===== src/design/mrm_pkg.sv =====
package mrm_pkg;

    localparam logic [1:0] OP_REQUEST = 2'd0;
    localparam logic [1:0] OP_RX_BYTE = 2'd1;
    localparam logic [1:0] OP_CLOSE   = 2'd2;

    localparam logic [1:0] KIND_TX    = 2'd0;
    localparam logic [1:0] KIND_FRAME = 2'd1;
    localparam logic [1:0] KIND_DONE  = 2'd2;

    localparam logic [7:0]  FN_READ_HOLDING = 8'h03;
    localparam logic [7:0]  FN_WRITE_SINGLE = 8'h06;
    localparam logic [7:0]  SLAVE_DEFAULT   = 8'h01;
    localparam logic [7:0]  SLAVE_MAX       = 8'd247;
    localparam logic [15:0] CRC_INIT        = 16'hFFFF;
    localparam logic [15:0] CRC_POLY        = 16'hA001;

    typedef enum logic [5:0] {
        ST_IDLE     = 6'b000001,
        ST_TX       = 6'b000010,
        ST_SC_START = 6'b000100,
        ST_SC_BODY  = 6'b001000,
        ST_SC_EMIT  = 6'b010000,
        ST_SC_DONE  = 6'b100000
    } t_state;

    typedef struct packed {
        logic [1:0]  kind;
        logic [7:0]  tx_byte;
        logic        last;
        logic [4:0]  frame_offset;
        logic [7:0]  reply_fn;
        logic [7:0]  byte_count;
        logic [15:0] register_value;
        logic        value_valid;
        logic [5:0]  received_count;
    } t_result;

    // One byte of CRC-16/Modbus, reflected, eight shift steps.
    function automatic logic [15:0] crc_byte(input logic [15:0] crc, input logic [7:0] b);
        logic [15:0] c;
        c = crc ^ {8'h00, b};
        for (int k = 0; k < 8; k++) begin
            if (c[0]) begin
                c = (c >> 1) ^ CRC_POLY;
            end else begin
                c = c >> 1;
            end
        end
        return c;
    endfunction

endpackage


===== src/design/mrm_req_if.sv =====
interface mrm_req_if;
    logic        valid;
    logic        ready;
    logic [1:0]  opcode;
    logic [7:0]  slave_address;
    logic [15:0] register_address;
    logic [15:0] write_value;
    logic        write_op;
    logic [7:0]  rx_byte;

    modport source (output valid, output opcode, output slave_address,
                    output register_address, output write_value, output write_op,
                    output rx_byte, input ready);
    modport sink   (input valid, input opcode, input slave_address,
                    input register_address, input write_value, input write_op,
                    input rx_byte, output ready);
endinterface


===== src/design/mrm_rsp_if.sv =====
interface mrm_rsp_if;
    logic        valid;
    logic        ready;
    logic [1:0]  kind;
    logic [7:0]  tx_byte;
    logic        last;
    logic [4:0]  frame_offset;
    logic [7:0]  reply_fn;
    logic [7:0]  byte_count;
    logic [15:0] register_value;
    logic        value_valid;
    logic [5:0]  received_count;

    modport source (output valid, output kind, output tx_byte, output last,
                    output frame_offset, output reply_fn, output byte_count,
                    output register_value, output value_valid, output received_count,
                    input ready);
    modport sink   (input valid, input kind, input tx_byte, input last,
                    input frame_offset, input reply_fn, input byte_count,
                    input register_value, input value_valid, input received_count,
                    output ready);
endinterface


===== src/design/modbus_rtu_master_frame_engine_top.sv =====
// Modbus RTU master frame engine. A request transaction (opcode 0) clamps the
// slave address to 1..247, empties the receive store and produces eight
// transmit results: slave, function (6 write, 3 read), register, value or a
// count of one, then the CRC-16/Modbus low byte first, one byte per cycle
// when the output is not stalled. A received byte transaction (opcode 1)
// appends to the store; bytes past RX_DEPTH are dropped. A close transaction
// (opcode 2) scans every start offset for a frame addressed from the last
// requested slave with function 3 or 6, takes its third byte as the count,
// checks the CRC and reports each good frame, then a done result with last
// set. The scan streams the store through its single read port, one byte a
// cycle: an offset that fails at its address, function or count byte goes
// back to the start state, and a candidate frame is read through its CRC
// and, if good, reported from the emit state before the next offset. Function
// 6 replies are scanned the same way, with the register high byte read as the
// count. New transactions are accepted only while the engine is idle; a
// pending result in the output register does not hold off acceptance. Opcode
// 3 is accepted and ignored.
module modbus_rtu_master_frame_engine_top #(
    parameter int RX_DEPTH = 32
) (
    input  logic      i_clk,
    input  logic      i_rst_n,
    mrm_req_if.sink   i_req,
    mrm_rsp_if.source o_rsp
);
    localparam int AW = $clog2(RX_DEPTH);
    localparam int CW = $clog2(RX_DEPTH + 1);
    // Wide enough for offset + 5 + count.
    localparam int SW = ((CW > 8) ? CW : 8) + 2;

    mrm_pkg::t_state  r_state, n_state;
    logic [CW-1:0]    r_cnt, n_cnt;
    logic [7:0]       r_target, n_target;
    logic [15:0]      r_crc, n_crc;
    logic [7:0]       r_fr [6];
    logic [2:0]       r_idx, n_idx;

    logic [AW-1:0]    r_off, n_off;
    logic [8:0]       r_j, n_j;
    logic [7:0]       r_fn, n_fn;
    logic [7:0]       r_bc, n_bc;
    logic [15:0]      r_val, n_val;
    logic [7:0]       r_lo, n_lo;
    logic [15:0]      r_scrc, n_scrc;

    logic             r_ov, n_ov;
    mrm_pkg::t_result r_res, n_res;

    logic             in_fire;
    logic             slot_free;
    logic             wr_en;
    logic [AW-1:0]    rd_addr;
    logic [7:0]       rd_data;
    logic [7:0]       slave_clamped;
    logic [7:0]       fn_req;

    assign in_fire   = i_req.valid && i_req.ready;
    assign slot_free = !r_ov || o_rsp.ready;
    assign i_req.ready = (r_state == mrm_pkg::ST_IDLE);

    assign wr_en = in_fire && (i_req.opcode == mrm_pkg::OP_RX_BYTE)
                   && (r_cnt < CW'(RX_DEPTH));

    assign slave_clamped = (i_req.slave_address == 8'd0
                            || i_req.slave_address > mrm_pkg::SLAVE_MAX)
                           ? mrm_pkg::SLAVE_DEFAULT : i_req.slave_address;
    assign fn_req = i_req.write_op ? mrm_pkg::FN_WRITE_SINGLE : mrm_pkg::FN_READ_HOLDING;

    // The scan start state reads the first byte of an offset; the body state
    // keeps one read in flight for the following byte.
    always_comb begin
        if (r_state == mrm_pkg::ST_SC_BODY) begin
            rd_addr = r_off + AW'(r_j) + AW'(1);
        end else begin
            rd_addr = r_off;
        end
    end

    mrm_rx_store #(
        .RX_DEPTH (RX_DEPTH)
    ) u_store (
        .i_clk     (i_clk),
        .i_wr_en   (wr_en),
        .i_wr_addr (r_cnt[AW-1:0]),
        .i_wr_data (i_req.rx_byte),
        .i_rd_addr (rd_addr),
        .o_rd_data (rd_data)
    );

    always_comb begin
        logic [SW-1:0] frame_end;
        logic [8:0]    crc_end;
        logic [7:0]    tx;
        n_state  = r_state;
        n_cnt    = r_cnt;
        n_target = r_target;
        n_crc    = r_crc;
        n_idx    = r_idx;
        n_off    = r_off;
        n_j      = r_j;
        n_fn     = r_fn;
        n_bc     = r_bc;
        n_val    = r_val;
        n_lo     = r_lo;
        n_scrc   = r_scrc;
        n_ov     = r_ov;
        n_res    = r_res;
        frame_end = SW'(r_off) + SW'(5) + SW'(rd_data);
        crc_end   = {1'b0, r_bc} + 9'd3;
        tx        = 8'h00;

        if (r_ov && o_rsp.ready) begin
            n_ov = 1'b0;
        end

        unique case (r_state)
            mrm_pkg::ST_IDLE: begin
                if (in_fire) begin
                    unique case (i_req.opcode)
                        mrm_pkg::OP_REQUEST: begin
                            n_target = slave_clamped;
                            n_cnt    = '0;
                            n_crc    = mrm_pkg::CRC_INIT;
                            n_idx    = '0;
                            n_state  = mrm_pkg::ST_TX;
                        end
                        mrm_pkg::OP_RX_BYTE: begin
                            if (r_cnt < CW'(RX_DEPTH)) begin
                                n_cnt = r_cnt + CW'(1);
                            end
                        end
                        mrm_pkg::OP_CLOSE: begin
                            n_off   = '0;
                            n_state = mrm_pkg::ST_SC_START;
                        end
                        default: begin
                        end
                    endcase
                end
            end
            mrm_pkg::ST_TX: begin
                if (slot_free) begin
                    if (r_idx < 3'd6) begin
                        tx    = r_fr[r_idx];
                        n_crc = mrm_pkg::crc_byte(r_crc, r_fr[r_idx]);
                    end else if (r_idx == 3'd6) begin
                        tx = r_crc[7:0];
                    end else begin
                        tx = r_crc[15:8];
                    end
                    n_ov                 = 1'b1;
                    n_res                = '0;
                    n_res.kind           = mrm_pkg::KIND_TX;
                    n_res.tx_byte        = tx;
                    n_res.last           = (r_idx == 3'd7);
                    n_res.received_count = 6'(r_cnt);
                    n_idx                = r_idx + 3'd1;
                    if (r_idx == 3'd7) begin
                        n_state = mrm_pkg::ST_IDLE;
                    end
                end
            end
            mrm_pkg::ST_SC_START: begin
                if (SW'(r_off) + SW'(4) < SW'(r_cnt)) begin
                    n_j     = '0;
                    n_scrc  = mrm_pkg::CRC_INIT;
                    n_state = mrm_pkg::ST_SC_BODY;
                end else begin
                    n_state = mrm_pkg::ST_SC_DONE;
                end
            end
            mrm_pkg::ST_SC_BODY: begin
                n_j = r_j + 9'd1;
                // Bytes 0 through 2 + count are covered by the CRC.
                if (r_j <= 9'd2 || r_j < crc_end) begin
                    n_scrc = mrm_pkg::crc_byte(r_scrc, rd_data);
                end
                if (r_j == 9'd3) begin
                    n_val[15:8] = rd_data;
                end
                if (r_j == 9'd4) begin
                    n_val[7:0] = rd_data;
                end
                if (r_j == 9'd0) begin
                    if (rd_data != r_target) begin
                        n_off   = r_off + AW'(1);
                        n_state = mrm_pkg::ST_SC_START;
                    end
                end else if (r_j == 9'd1) begin
                    n_fn = rd_data;
                    if (rd_data != mrm_pkg::FN_READ_HOLDING
                        && rd_data != mrm_pkg::FN_WRITE_SINGLE) begin
                        n_off   = r_off + AW'(1);
                        n_state = mrm_pkg::ST_SC_START;
                    end
                end else if (r_j == 9'd2) begin
                    n_bc = rd_data;
                    if (frame_end > SW'(r_cnt)) begin
                        n_off   = r_off + AW'(1);
                        n_state = mrm_pkg::ST_SC_START;
                    end
                end else if (r_j == crc_end) begin
                    n_lo = rd_data;
                end else if (r_j == crc_end + 9'd1) begin
                    if ({rd_data, r_lo} == r_scrc) begin
                        n_state = mrm_pkg::ST_SC_EMIT;
                    end else begin
                        n_off   = r_off + AW'(1);
                        n_state = mrm_pkg::ST_SC_START;
                    end
                end
            end
            mrm_pkg::ST_SC_EMIT: begin
                if (slot_free) begin
                    n_ov                 = 1'b1;
                    n_res                = '0;
                    n_res.kind           = mrm_pkg::KIND_FRAME;
                    n_res.frame_offset   = 5'(r_off);
                    n_res.reply_fn       = r_fn;
                    n_res.byte_count     = r_bc;
                    n_res.received_count = 6'(r_cnt);
                    if (r_fn == mrm_pkg::FN_READ_HOLDING && r_bc == 8'd2) begin
                        n_res.value_valid    = 1'b1;
                        n_res.register_value = r_val;
                    end
                    n_off   = r_off + AW'(1);
                    n_state = mrm_pkg::ST_SC_START;
                end
            end
            mrm_pkg::ST_SC_DONE: begin
                if (slot_free) begin
                    n_ov                 = 1'b1;
                    n_res                = '0;
                    n_res.kind           = mrm_pkg::KIND_DONE;
                    n_res.last           = 1'b1;
                    n_res.received_count = 6'(r_cnt);
                    n_state              = mrm_pkg::ST_IDLE;
                end
            end
            default: begin
                n_state = mrm_pkg::ST_IDLE;
            end
        endcase
    end

    always_ff @(posedge i_clk) begin
        if (!i_rst_n) begin
            r_state  <= mrm_pkg::ST_IDLE;
            r_cnt    <= '0;
            r_target <= mrm_pkg::SLAVE_DEFAULT;
            r_crc    <= mrm_pkg::CRC_INIT;
            r_ov     <= 1'b0;
        end else begin
            r_state  <= n_state;
            r_cnt    <= n_cnt;
            r_target <= n_target;
            r_crc    <= n_crc;
            r_ov     <= n_ov;
        end
    end

    // Payload and scan working registers need no reset.
    always_ff @(posedge i_clk) begin
        r_idx  <= n_idx;
        r_off  <= n_off;
        r_j    <= n_j;
        r_fn   <= n_fn;
        r_bc   <= n_bc;
        r_val  <= n_val;
        r_lo   <= n_lo;
        r_scrc <= n_scrc;
        r_res  <= n_res;
        if (in_fire && i_req.opcode == mrm_pkg::OP_REQUEST) begin
            r_fr[0] <= slave_clamped;
            r_fr[1] <= fn_req;
            r_fr[2] <= i_req.register_address[15:8];
            r_fr[3] <= i_req.register_address[7:0];
            r_fr[4] <= i_req.write_op ? i_req.write_value[15:8] : 8'h00;
            r_fr[5] <= i_req.write_op ? i_req.write_value[7:0] : 8'h01;
        end
    end

    assign o_rsp.valid          = r_ov;
    assign o_rsp.kind           = r_res.kind;
    assign o_rsp.tx_byte        = r_res.tx_byte;
    assign o_rsp.last           = r_res.last;
    assign o_rsp.frame_offset   = r_res.frame_offset;
    assign o_rsp.reply_fn       = r_res.reply_fn;
    assign o_rsp.byte_count     = r_res.byte_count;
    assign o_rsp.register_value = r_res.register_value;
    assign o_rsp.value_valid    = r_res.value_valid;
    assign o_rsp.received_count = r_res.received_count;
endmodule


===== src/design/mrm_rx_store.sv =====
// Receive byte store: one write port, one read port with registered data.
module mrm_rx_store #(
    parameter int RX_DEPTH = 32
) (
    input  logic                        i_clk,
    input  logic                        i_wr_en,
    input  logic [$clog2(RX_DEPTH)-1:0] i_wr_addr,
    input  logic [7:0]                  i_wr_data,
    input  logic [$clog2(RX_DEPTH)-1:0] i_rd_addr,
    output logic [7:0]                  o_rd_data
);
    logic [7:0] r_mem [RX_DEPTH];
    logic [7:0] r_rd_data;

    always_ff @(posedge i_clk) begin
        if (i_wr_en) begin
            r_mem[i_wr_addr] <= i_wr_data;
        end
        r_rd_data <= r_mem[i_rd_addr];
    end

    assign o_rd_data = r_rd_data;
endmodule

===== src/flat_wrapper.sv =====
// flat-port wrapper written by rule: the top's interface ports become plain ports
module modbus_rtu_master_frame_engine_top_flat 
#(
    parameter int RX_DEPTH = 32
)
  (i_clk, i_rst_n, i_req_valid, i_req_opcode, i_req_slave_address, i_req_register_address, i_req_write_value, i_req_write_op, i_req_rx_byte, i_req_ready, o_rsp_valid, o_rsp_kind, o_rsp_tx_byte, o_rsp_last, o_rsp_frame_offset, o_rsp_reply_fn, o_rsp_byte_count, o_rsp_register_value, o_rsp_value_valid, o_rsp_received_count, o_rsp_ready);
  mrm_req_if i_req_i ();
  mrm_rsp_if o_rsp_i ();
  input  logic i_clk;
  input  logic i_rst_n;
  input wire logic [$bits(i_req_i.valid)-1:0] i_req_valid;
  input wire logic [$bits(i_req_i.opcode)-1:0] i_req_opcode;
  input wire logic [$bits(i_req_i.slave_address)-1:0] i_req_slave_address;
  input wire logic [$bits(i_req_i.register_address)-1:0] i_req_register_address;
  input wire logic [$bits(i_req_i.write_value)-1:0] i_req_write_value;
  input wire logic [$bits(i_req_i.write_op)-1:0] i_req_write_op;
  input wire logic [$bits(i_req_i.rx_byte)-1:0] i_req_rx_byte;
  output wire logic [$bits(i_req_i.ready)-1:0] i_req_ready;
  output wire logic [$bits(o_rsp_i.valid)-1:0] o_rsp_valid;
  output wire logic [$bits(o_rsp_i.kind)-1:0] o_rsp_kind;
  output wire logic [$bits(o_rsp_i.tx_byte)-1:0] o_rsp_tx_byte;
  output wire logic [$bits(o_rsp_i.last)-1:0] o_rsp_last;
  output wire logic [$bits(o_rsp_i.frame_offset)-1:0] o_rsp_frame_offset;
  output wire logic [$bits(o_rsp_i.reply_fn)-1:0] o_rsp_reply_fn;
  output wire logic [$bits(o_rsp_i.byte_count)-1:0] o_rsp_byte_count;
  output wire logic [$bits(o_rsp_i.register_value)-1:0] o_rsp_register_value;
  output wire logic [$bits(o_rsp_i.value_valid)-1:0] o_rsp_value_valid;
  output wire logic [$bits(o_rsp_i.received_count)-1:0] o_rsp_received_count;
  input wire logic [$bits(o_rsp_i.ready)-1:0] o_rsp_ready;
  assign i_req_i.valid = i_req_valid;
  assign i_req_i.opcode = i_req_opcode;
  assign i_req_i.slave_address = i_req_slave_address;
  assign i_req_i.register_address = i_req_register_address;
  assign i_req_i.write_value = i_req_write_value;
  assign i_req_i.write_op = i_req_write_op;
  assign i_req_i.rx_byte = i_req_rx_byte;
  assign i_req_ready = i_req_i.ready;
  assign o_rsp_valid = o_rsp_i.valid;
  assign o_rsp_kind = o_rsp_i.kind;
  assign o_rsp_tx_byte = o_rsp_i.tx_byte;
  assign o_rsp_last = o_rsp_i.last;
  assign o_rsp_frame_offset = o_rsp_i.frame_offset;
  assign o_rsp_reply_fn = o_rsp_i.reply_fn;
  assign o_rsp_byte_count = o_rsp_i.byte_count;
  assign o_rsp_register_value = o_rsp_i.register_value;
  assign o_rsp_value_valid = o_rsp_i.value_valid;
  assign o_rsp_received_count = o_rsp_i.received_count;
  assign o_rsp_i.ready = o_rsp_ready;
  modbus_rtu_master_frame_engine_top #(.RX_DEPTH(RX_DEPTH)) u_core (.i_clk(i_clk), .i_rst_n(i_rst_n), .i_req(i_req_i), .o_rsp(o_rsp_i));
endmodule

===== config.mk =====
export PLATFORM = sky130hd
export DESIGN_NAME = modbus_rtu_master_frame_engine_top_flat
export DESIGN_NICKNAME = d
export VERILOG_FILES = /design/src/design/mrm_pkg.sv /design/src/design/mrm_req_if.sv /design/src/design/mrm_rsp_if.sv /design/src/design/modbus_rtu_master_frame_engine_top.sv /design/src/design/mrm_rx_store.sv /design/src/flat_wrapper.sv
export SDC_FILE = /design/constraint.sdc
export NUM_CORES = 1
export LEC_CHECK = 0
export BUFFER_PORTS_ARGS = -buffer_cell sky130_fd_sc_hd__buf_2
export CAP_MARGIN = 20
export CORE_UTILIZATION = 55
export CTS_BUF_LIST = sky130_fd_sc_hd__clkbuf_4 sky130_fd_sc_hd__clkbuf_8
export DETAILED_ROUTE_END_ITERATION = 10
export HOLD_SLACK_MARGIN = 0.05
export PLACE_DENSITY = 0.74
export SLEW_MARGIN = 20
export SYNTH_ARGS = -nofsm -noshare
export SYNTH_HDL_FRONTEND = slang
export SYNTH_SLANG_ARGS = --single-unit

===== constraint.sdc =====
create_clock -name i_clk -period 5.5 [get_ports i_clk]
set_input_delay 0.55 -clock i_clk [delete_from_list [all_inputs] [get_ports i_clk]]
set_output_delay 0.55 -clock i_clk [all_outputs]
set_load 0.1 [all_outputs]

Word level (Yosys, flattened, before mapping)
Memory sizes are Yosys's and may differ from the RTL's. A register that Yosys moved wholly into a read port is not among the register bits.
Cells that the tools add are included.
{"block": "word_totals", "reg_bits": 165, "ramBits": 304, "word_cells": 255, "n_memories": 2}
{"name": "u_core.u_store.r_mem", "words": 32, "width": 8, "read_ports": 1, "rd_ports_with_merged_regs": 1, "wr": 1, "line": "mrm_rx_store.sv:12", "text": "logic [7:0] r_mem [RX_DEPTH];"}
{"name": "u_core.r_fr", "words": 6, "width": 8, "read_ports": 1, "rd_ports_with_merged_regs": 1, "wr": 6, "line": "modbus_rtu_master_frame_engine_top.sv:35", "text": "logic [7:0] r_fr [6];"}
{"block": "classes", "add_sub_neg": 11, "order_cmp": 7, "n_eq_ne": 40, "mux": 117, "bitwise_logic": 21, "reduce_logical": 34}
{"op": "16-bit 2-to-1 mux", "count": 57}
{"op": "55-bit 2-to-1 mux", "count": 3}
{"op": "55-bit case mux with 3 select lines", "count": 1}
{"op": "6-bit 2-to-1 mux", "count": 15}
{"op": "5-bit 2-to-1 mux", "count": 14}
{"op": "16-bit case mux with 2 select lines", "count": 2}
{"op": "2-bit inverter with 3-bit output", "count": 16}
{"op": "8-bit 2-to-1 mux", "count": 5}
{"op": "6-bit case mux with 6 select lines", "count": 1}
{"op": "16-bit by 8-bit bitwise XOR with 16-bit output", "count": 2}
{"op": "6-bit case mux with 2 select lines", "count": 2}
{"op": "5-bit != test (second input constant)", "count": 4}
{"op": "9-bit by 1-bit adder with 9-bit output (second input constant)", "count": 2}
{"op": "9-bit by 2-bit equality test with 1-bit output (second input constant)", "count": 2}
{"op": "9-bit equality test", "count": 2}
{"op": "9-bit case mux with 2 select lines", "count": 1}
{"op": "17-bit 2-to-1 mux", "count": 1}
{"op": "16-bit equality test", "count": 1}
{"op": "8-bit by 2-bit equality test with 1-bit output (second input constant)", "count": 2}
{"op": "4-bit AND reduction", "count": 4}
{"op": "3-bit 2-to-1 mux", "count": 5}
{"op": "5-bit case mux with 3 select lines", "count": 1}
{"op": "5-bit by 3-bit adder with 6-bit output (second input constant)", "count": 2}
{"op": "2-bit by 1-bit != test with 1-bit output (second input constant)", "count": 6}
{"op": "48 further kinds", "count": 79}

Logic depth before layout (Yosys ltp)
{"block": "logic_depth", "ltp_word": 41, "depth_mapped": 16, "depth_no_buf": 16}

By module
From an unflattened synthesis, not the netlist that was laid out.
{"block": "unflattened", "cells_unflattened": 1270, "area_unflattened_um2": 20493.4}
{"module": "modbus_rtu_master_frame_engine_top", "n_inst": 1, "cells_per_inst": 853, "area_per_inst_um2": 10440.0, "seq_area_each_um2": 5905.7}
{"module": "mrm_rx_store", "n_inst": 1, "cells_per_inst": 417, "area_per_inst_um2": 10053.4, "seq_area_each_um2": 7847.5}

Worst setup path after synthesis
OpenSTA, ideal clock, no wires.
{"block": "synth_timing", "path_type": "flip-flop to flip-flop", "from": "reg u_core.r_state[1]", "to": "reg u_core.r_crc[11]", "arrival_time_ps": 4758, "required_ps": 5371, "setup_slack_ps": 613, "path_stages_with_launch": 11, "period_less_slack_ps": 4887, "cell_sequence": "dfxtp_1 -> or4_1 -> nor3b_2 -> nand2_1 -> or3_1 -> inv_1 -> a21oi_1 -> a21oi_2 -> nand2_1 -> o22ai_1 -> nand2_1"}
{"block": "synth_between", "elab_chain_len": 4}
{"element": "from (decl)", "line": "modbus_rtu_master_frame_engine_top.sv:31", "text": "mrm_pkg::t_state r_state, n_state;"}
{"element": "from (signal assigned)", "line": "modbus_rtu_master_frame_engine_top.sv:248", "text": "r_state <= mrm_pkg::ST_IDLE;"}
{"element": "from (signal assigned)", "line": "modbus_rtu_master_frame_engine_top.sv:254", "text": "r_state <= n_state;"}
{"element": "6-bit by 1-bit equality test with 1-bit output (*)", "line": "modbus_rtu_master_frame_engine_top.sv:59", "text": "assign i_req.ready = (r_state == mrm_pkg::ST_IDLE);"}
{"element": "named net i_req_ready", "line": "flat_wrapper.sv:18", "text": "output wire logic [$bits(i_req_i.ready)-1:0] i_req_ready;"}
{"element": "1-bit logical AND", "line": "modbus_rtu_master_frame_engine_top.sv:57", "text": "assign in_fire = i_req.valid && i_req.ready;"}
{"element": "2-bit != test (no line)"}
{"element": "5-bit AND reduction (no line)"}
{"element": "to (signal assigned)", "line": "modbus_rtu_master_frame_engine_top.sv:251", "text": "r_crc <= mrm_pkg::CRC_INIT;"}
{"element": "to (signal assigned)", "line": "modbus_rtu_master_frame_engine_top.sv:257", "text": "r_crc <= n_crc;"}
{"element": "to (decl)", "line": "modbus_rtu_master_frame_engine_top.sv:34", "text": "logic [15:0] r_crc, n_crc;"}
The timed path passes the listed nets; every way through them passes the cells marked *.
A chain may end at the register's enable or synchronous reset.

Worst setup path after layout
{"block": "layout_timing", "from": "reg u_core.r_off[1]", "to": "reg u_core.r_off[3] (enable)"}
{"block": "layout_between", "elab_chain_len": 5}
{"element": "from (decl)", "line": "modbus_rtu_master_frame_engine_top.sv:38", "text": "logic [AW-1:0] r_off, n_off;"}
{"element": "from (signal assigned)", "line": "modbus_rtu_master_frame_engine_top.sv:265", "text": "r_off <= n_off;"}
{"element": "5-bit by 3-bit adder with 6-bit output", "line": "modbus_rtu_master_frame_engine_top.sv:108", "text": "frame_end = SW'(r_off) + SW'(5) + SW'(rd_data);"}
{"element": "10-bit by 8-bit adder with 10-bit output", "line": "modbus_rtu_master_frame_engine_top.sv:108"}
{"element": "10-bit by 6-bit > comparator with 1-bit output", "line": "modbus_rtu_master_frame_engine_top.sv:198", "text": "if (frame_end > SW'(r_cnt)) begin"}
{"element": "5-bit != test (no line)"}
{"element": "10-bit AND reduction (no line)"}
No other way between the ends.

==> flow_metrics.tcl <==
set metrics [dict create \
    start_util_pct 56.3 \
    critPathMaxStageDelay_ns 0.52 \
    clock_skew_ns 0.0195 \
    max_transition_viols_final 0 \
    num_vias 11767 \
    hold-path-endpoint "u_core.r_fr[2][3]" \
    max_clock_freq_mhz 237 \
    coreArea_mm2 0.0369 \
    r2r_start "u_core.r_off[1]" \
    layout.nets 1572 \
    die_width_um 196 \
    grt-ovfl-total 0 \
    global_route.usage.total_pct 22.9 \
    die_area_mm2 0.0385 \
    final_min_period_over_clock_period_pct 76.8 \
    cts.hold.buffers_added 0 \
    clkSinkCount 474 \
    timing_hold_violations_final 0 \
    num_io_pins 112 \
    clkTransAtPathRegs_ns 0.06 \
    timing.critical_path.to_type "flop" \
    placement.io_buffers 111 \
    final_hold_slack_ns 0.0933 \
    async_set_or_reset_register_ratio_after_synthesis_pct 0 \
    synthFlopType "sky130_fd_sc_hd__edfxtp_1" \
    min-delay-path-class "primary input to flop" \
    antenna_violations_before_repair 0 \
    postSynthCellCount 1321 \
    holdPathStages 1 \
    fin_total_pwr_uw 7800 \
    wirelength_mm 43.1 \
    synth.yosys.seq_area_share_pct 66.3 \
    worstHoldStart "i_req_register_address[11]" \
    mostFrequentLayoutCells "sky130_fd_sc_hd__edfxtp_1 (426), sky130_fd_sc_hd__buf_2 (111), sky130_fd_sc_hd__nor2_1 (97), sky130_fd_sc_hd__clkbuf_8 (78), sky130_fd_sc_hd__xnor2_1 (65)" \
    antenna-diode-count 0 \
    reg2reg_to "u_core.r_off[3]" \
    vdd.ir_drop.worst_uv 277 \
    slowest_stage "sky130_fd_sc_hd__edfxtp_1" \
    drive_gt1_share_pct 19.9 \
    gp_congestion 0.865 \
    layout-area-overhead-vs-synth_pct 12.0 \
    timing_worst_slew_pin_value_ns 0.992 \
    regToRegSetupSlack_ns 1.28 \
    clk_path_buf_depth 3 \
    timing.final.crit_period_ns 4.22 \
    synth_edf_count 426 \
    gr-max-usage-layer "met2" \
    layout.core_utilization_pct 63.0 \
    setup_viol_count_final 0 \
    synth_cell_types 71 \
    worst_skew_pair.late_latency_ns 0.64 \
    h-tree-depth 3 \
    drt-wirelength-per-cell_um 21.3 \
    detail_route.drc_violations 0 \
    worst-setup-path-type "flop to flop" \
    relative_slew_slack_pct 33.6 \
    detailed_place_hpwl_mm 27.8 \
    synth.cell_area_mm2 0.0207 \
    globalRouteMet2Util_pct 37.3 \
    synth-seq-cells 474 \
    grt.met1_usage_pct 30.3 \
    cts_setup_buffers 0 \
    outcome "complete, no violations" \
    grt_pass1_vias 11676 \
    cp_max_fo 7 \
    power_density_mw_per_mm2 336 \
    ff2ff_path_depth 16 \
    antenna_violating_nets_post_route 0 \
    drt_iter0_drc 899 \
    cp-start-kind "flop" \
    grt_first_pass_wirelength_mm 66.0 \
    global_route.usage.met3_pct 4.69 \
    layout.cells.most_common "sky130_fd_sc_hd__edfxtp_1" \
    critPathRequiredTime_ns 5.85 \
    ys.warnings.count 0 \
    post_cts.resized_instances 0 \
    p_leak_uw 0.00807 \
    fin_setup_tns_ns 0 \
    ctsRootBufferMaster "sky130_fd_sc_hd__clkbuf_8" \
    detail_route.vias_per_cell 5.81 \
    postSynthNetCount 1425 \
    rsz_0062_raised_after_global_routing "false" \
    die_h_um 196 \
    syn_avg_cell_area_um2 15.7 \
    max_cap_viols 0 \
    maximum_number_of_pins_on_one_net_before_global_route_repair 52 \
    dr.pass1.iters 5 \
    cts_tree "yes" \
    timing.critical_path.cells "ha_1 > ha_1 > a21o_1 > a21o_1 > a21o_1 > a21oi_1 > xnor2_1 > ha_1 > nand3_1 > o21bai_1 > a21oi_1 > nor4_1 > a211oi_1 > a31oi_1 > a2111oi_1 > buf_4" \
    crit_arrival_ns 4.57 \
    tritoncts.num_buffers 74 \
    number_of_rows_created_at_floorplan 70 \
]
critical path, delay by kind of cell, from the launching register on:
kind / cells / cell delay (ns)
compound gates: 9 / 1.93
fa+ha+maj: 3 / 0.98
buf+inv: 1 / 0.22
xor+xnor: 1 / 0.09
simple gates: 2 / 0.19
flops: 1 / 0.52
cell families (layout without fill, tap and decap cells):
logic type / Yosys count / after routing / share of synthesized area [%]
AO/OA/AOI/OAI: 148 / 148 / 4.90
adder cells (fa/ha/maj): 49 / 49 / 3.03
AND/OR/NAND/NOR: 347 / 347 / 8.83
multiplexers: 109 / 109 / 10.2
flip-flops: 474 / 474 / 66.3
buffers and inverters: 80 / 280 / 1.86
XOR/XNOR: 114 / 114 / 4.88
worst max-delay path by stage:
stage	start	endpoint	slack, ns	cells past startpoint
floorplan	u_core.r_state[1]	u_core.r_crc[11]	0.61	10
global placement	u_core.r_off[1]	u_core.r_off[0]	1.50	16
detailed placement	u_core.r_off[1]	u_core.r_off[0]	1.32	16
CTS	u_core.r_off[1]	u_core.r_off[3]	1.28	16
global route	u_core.r_off[1]	u_core.r_off[3]	1.07	16
finish	u_core.r_off[1]	u_core.r_off[3]	1.28	16
synth_stat cells, drive strengths merged (16+ instances only):
library cell    n  area share [%]
a211oi         33             1.2
xnor2          66             2.8
a21o           19            0.69
o21ai          16            0.39
nand3          22            0.53
dfxtp          48             4.6
a21oi          32            0.83
mux4           71             8.3
nand2          50            0.90
inv            24            0.43
nor3           18            0.43
clkbuf         32            0.58
xor2           47             2.0
nor2           98             1.8
buf            23            0.83
edfxtp        426              62
mux2i          29             1.4
nor2b          24            0.72
ha             47             2.8
and2           63             1.9
report_power, final:
part           total [uW]  switching (uW)  internal, uW
clock                2840            1320          1520
combinational         883             565           318
sequential           4080            80.1          4000
stage by stage:
stage	cells	instance area, um2	setup slack [ns]
5_1_grt	2025	23200	1.07
4_1_cts	2025	23200	1.28
3_3_place_gp	1896	21800	1.50
6_report	2025	23200	1.28
3_5_place_dp	1896	21800	1.32
2_1_floorplan	1321	20700	0.613
flip-flops by register name, summed over array words and instances (netlist names), 2 cells and up, named ones only:
name,cells
u_core.o_rsp.byte_count,8
u_core.o_rsp.frame_offset,5
u_core.o_rsp.kind,2
u_core.o_rsp.received_count,6
u_core.o_rsp.register_value,16
u_core.o_rsp.reply_fn,8
u_core.o_rsp.tx_byte,8
u_core.r_bc,8
u_core.r_cnt,6
u_core.r_crc,16
u_core.r_fn,8
u_core.r_fr,42
u_core.r_idx,3
u_core.r_j,9
u_core.r_lo,8
u_core.r_off,5
u_core.r_scrc,16
u_core.r_state,6
u_core.r_target,8
u_core.r_val,16
u_core.u_store.o_rd_data,8
u_core.u_store.r_mem,256
area by class of cell:
| cell class | count | area (um2) |
|---|---|---|
| clock buffer | 101 | 1250 |
| clock inverter | 28 | 164 |
| fill | 2641 | 13600 |
| inverter | 25 | 93.8 |
| multi-input combinational | 767 | 6670 |
| sequential | 474 | 13800 |
| tap | 504 | 631 |
| timing repair buffer | 126 | 681 |
metal layers:
metal | wire, um | vias to the layer above | share of wire [%]
met5 | 0 | - | 0
met4 | 1200 | 0 | 2.8
met3 | 2730 | 88 | 6.3
met2 | 21000 | 427 | 49
met1 | 18200 | 5873 | 42
li1 | - | 5379 | -
Power figures use the tool's default switching activity.
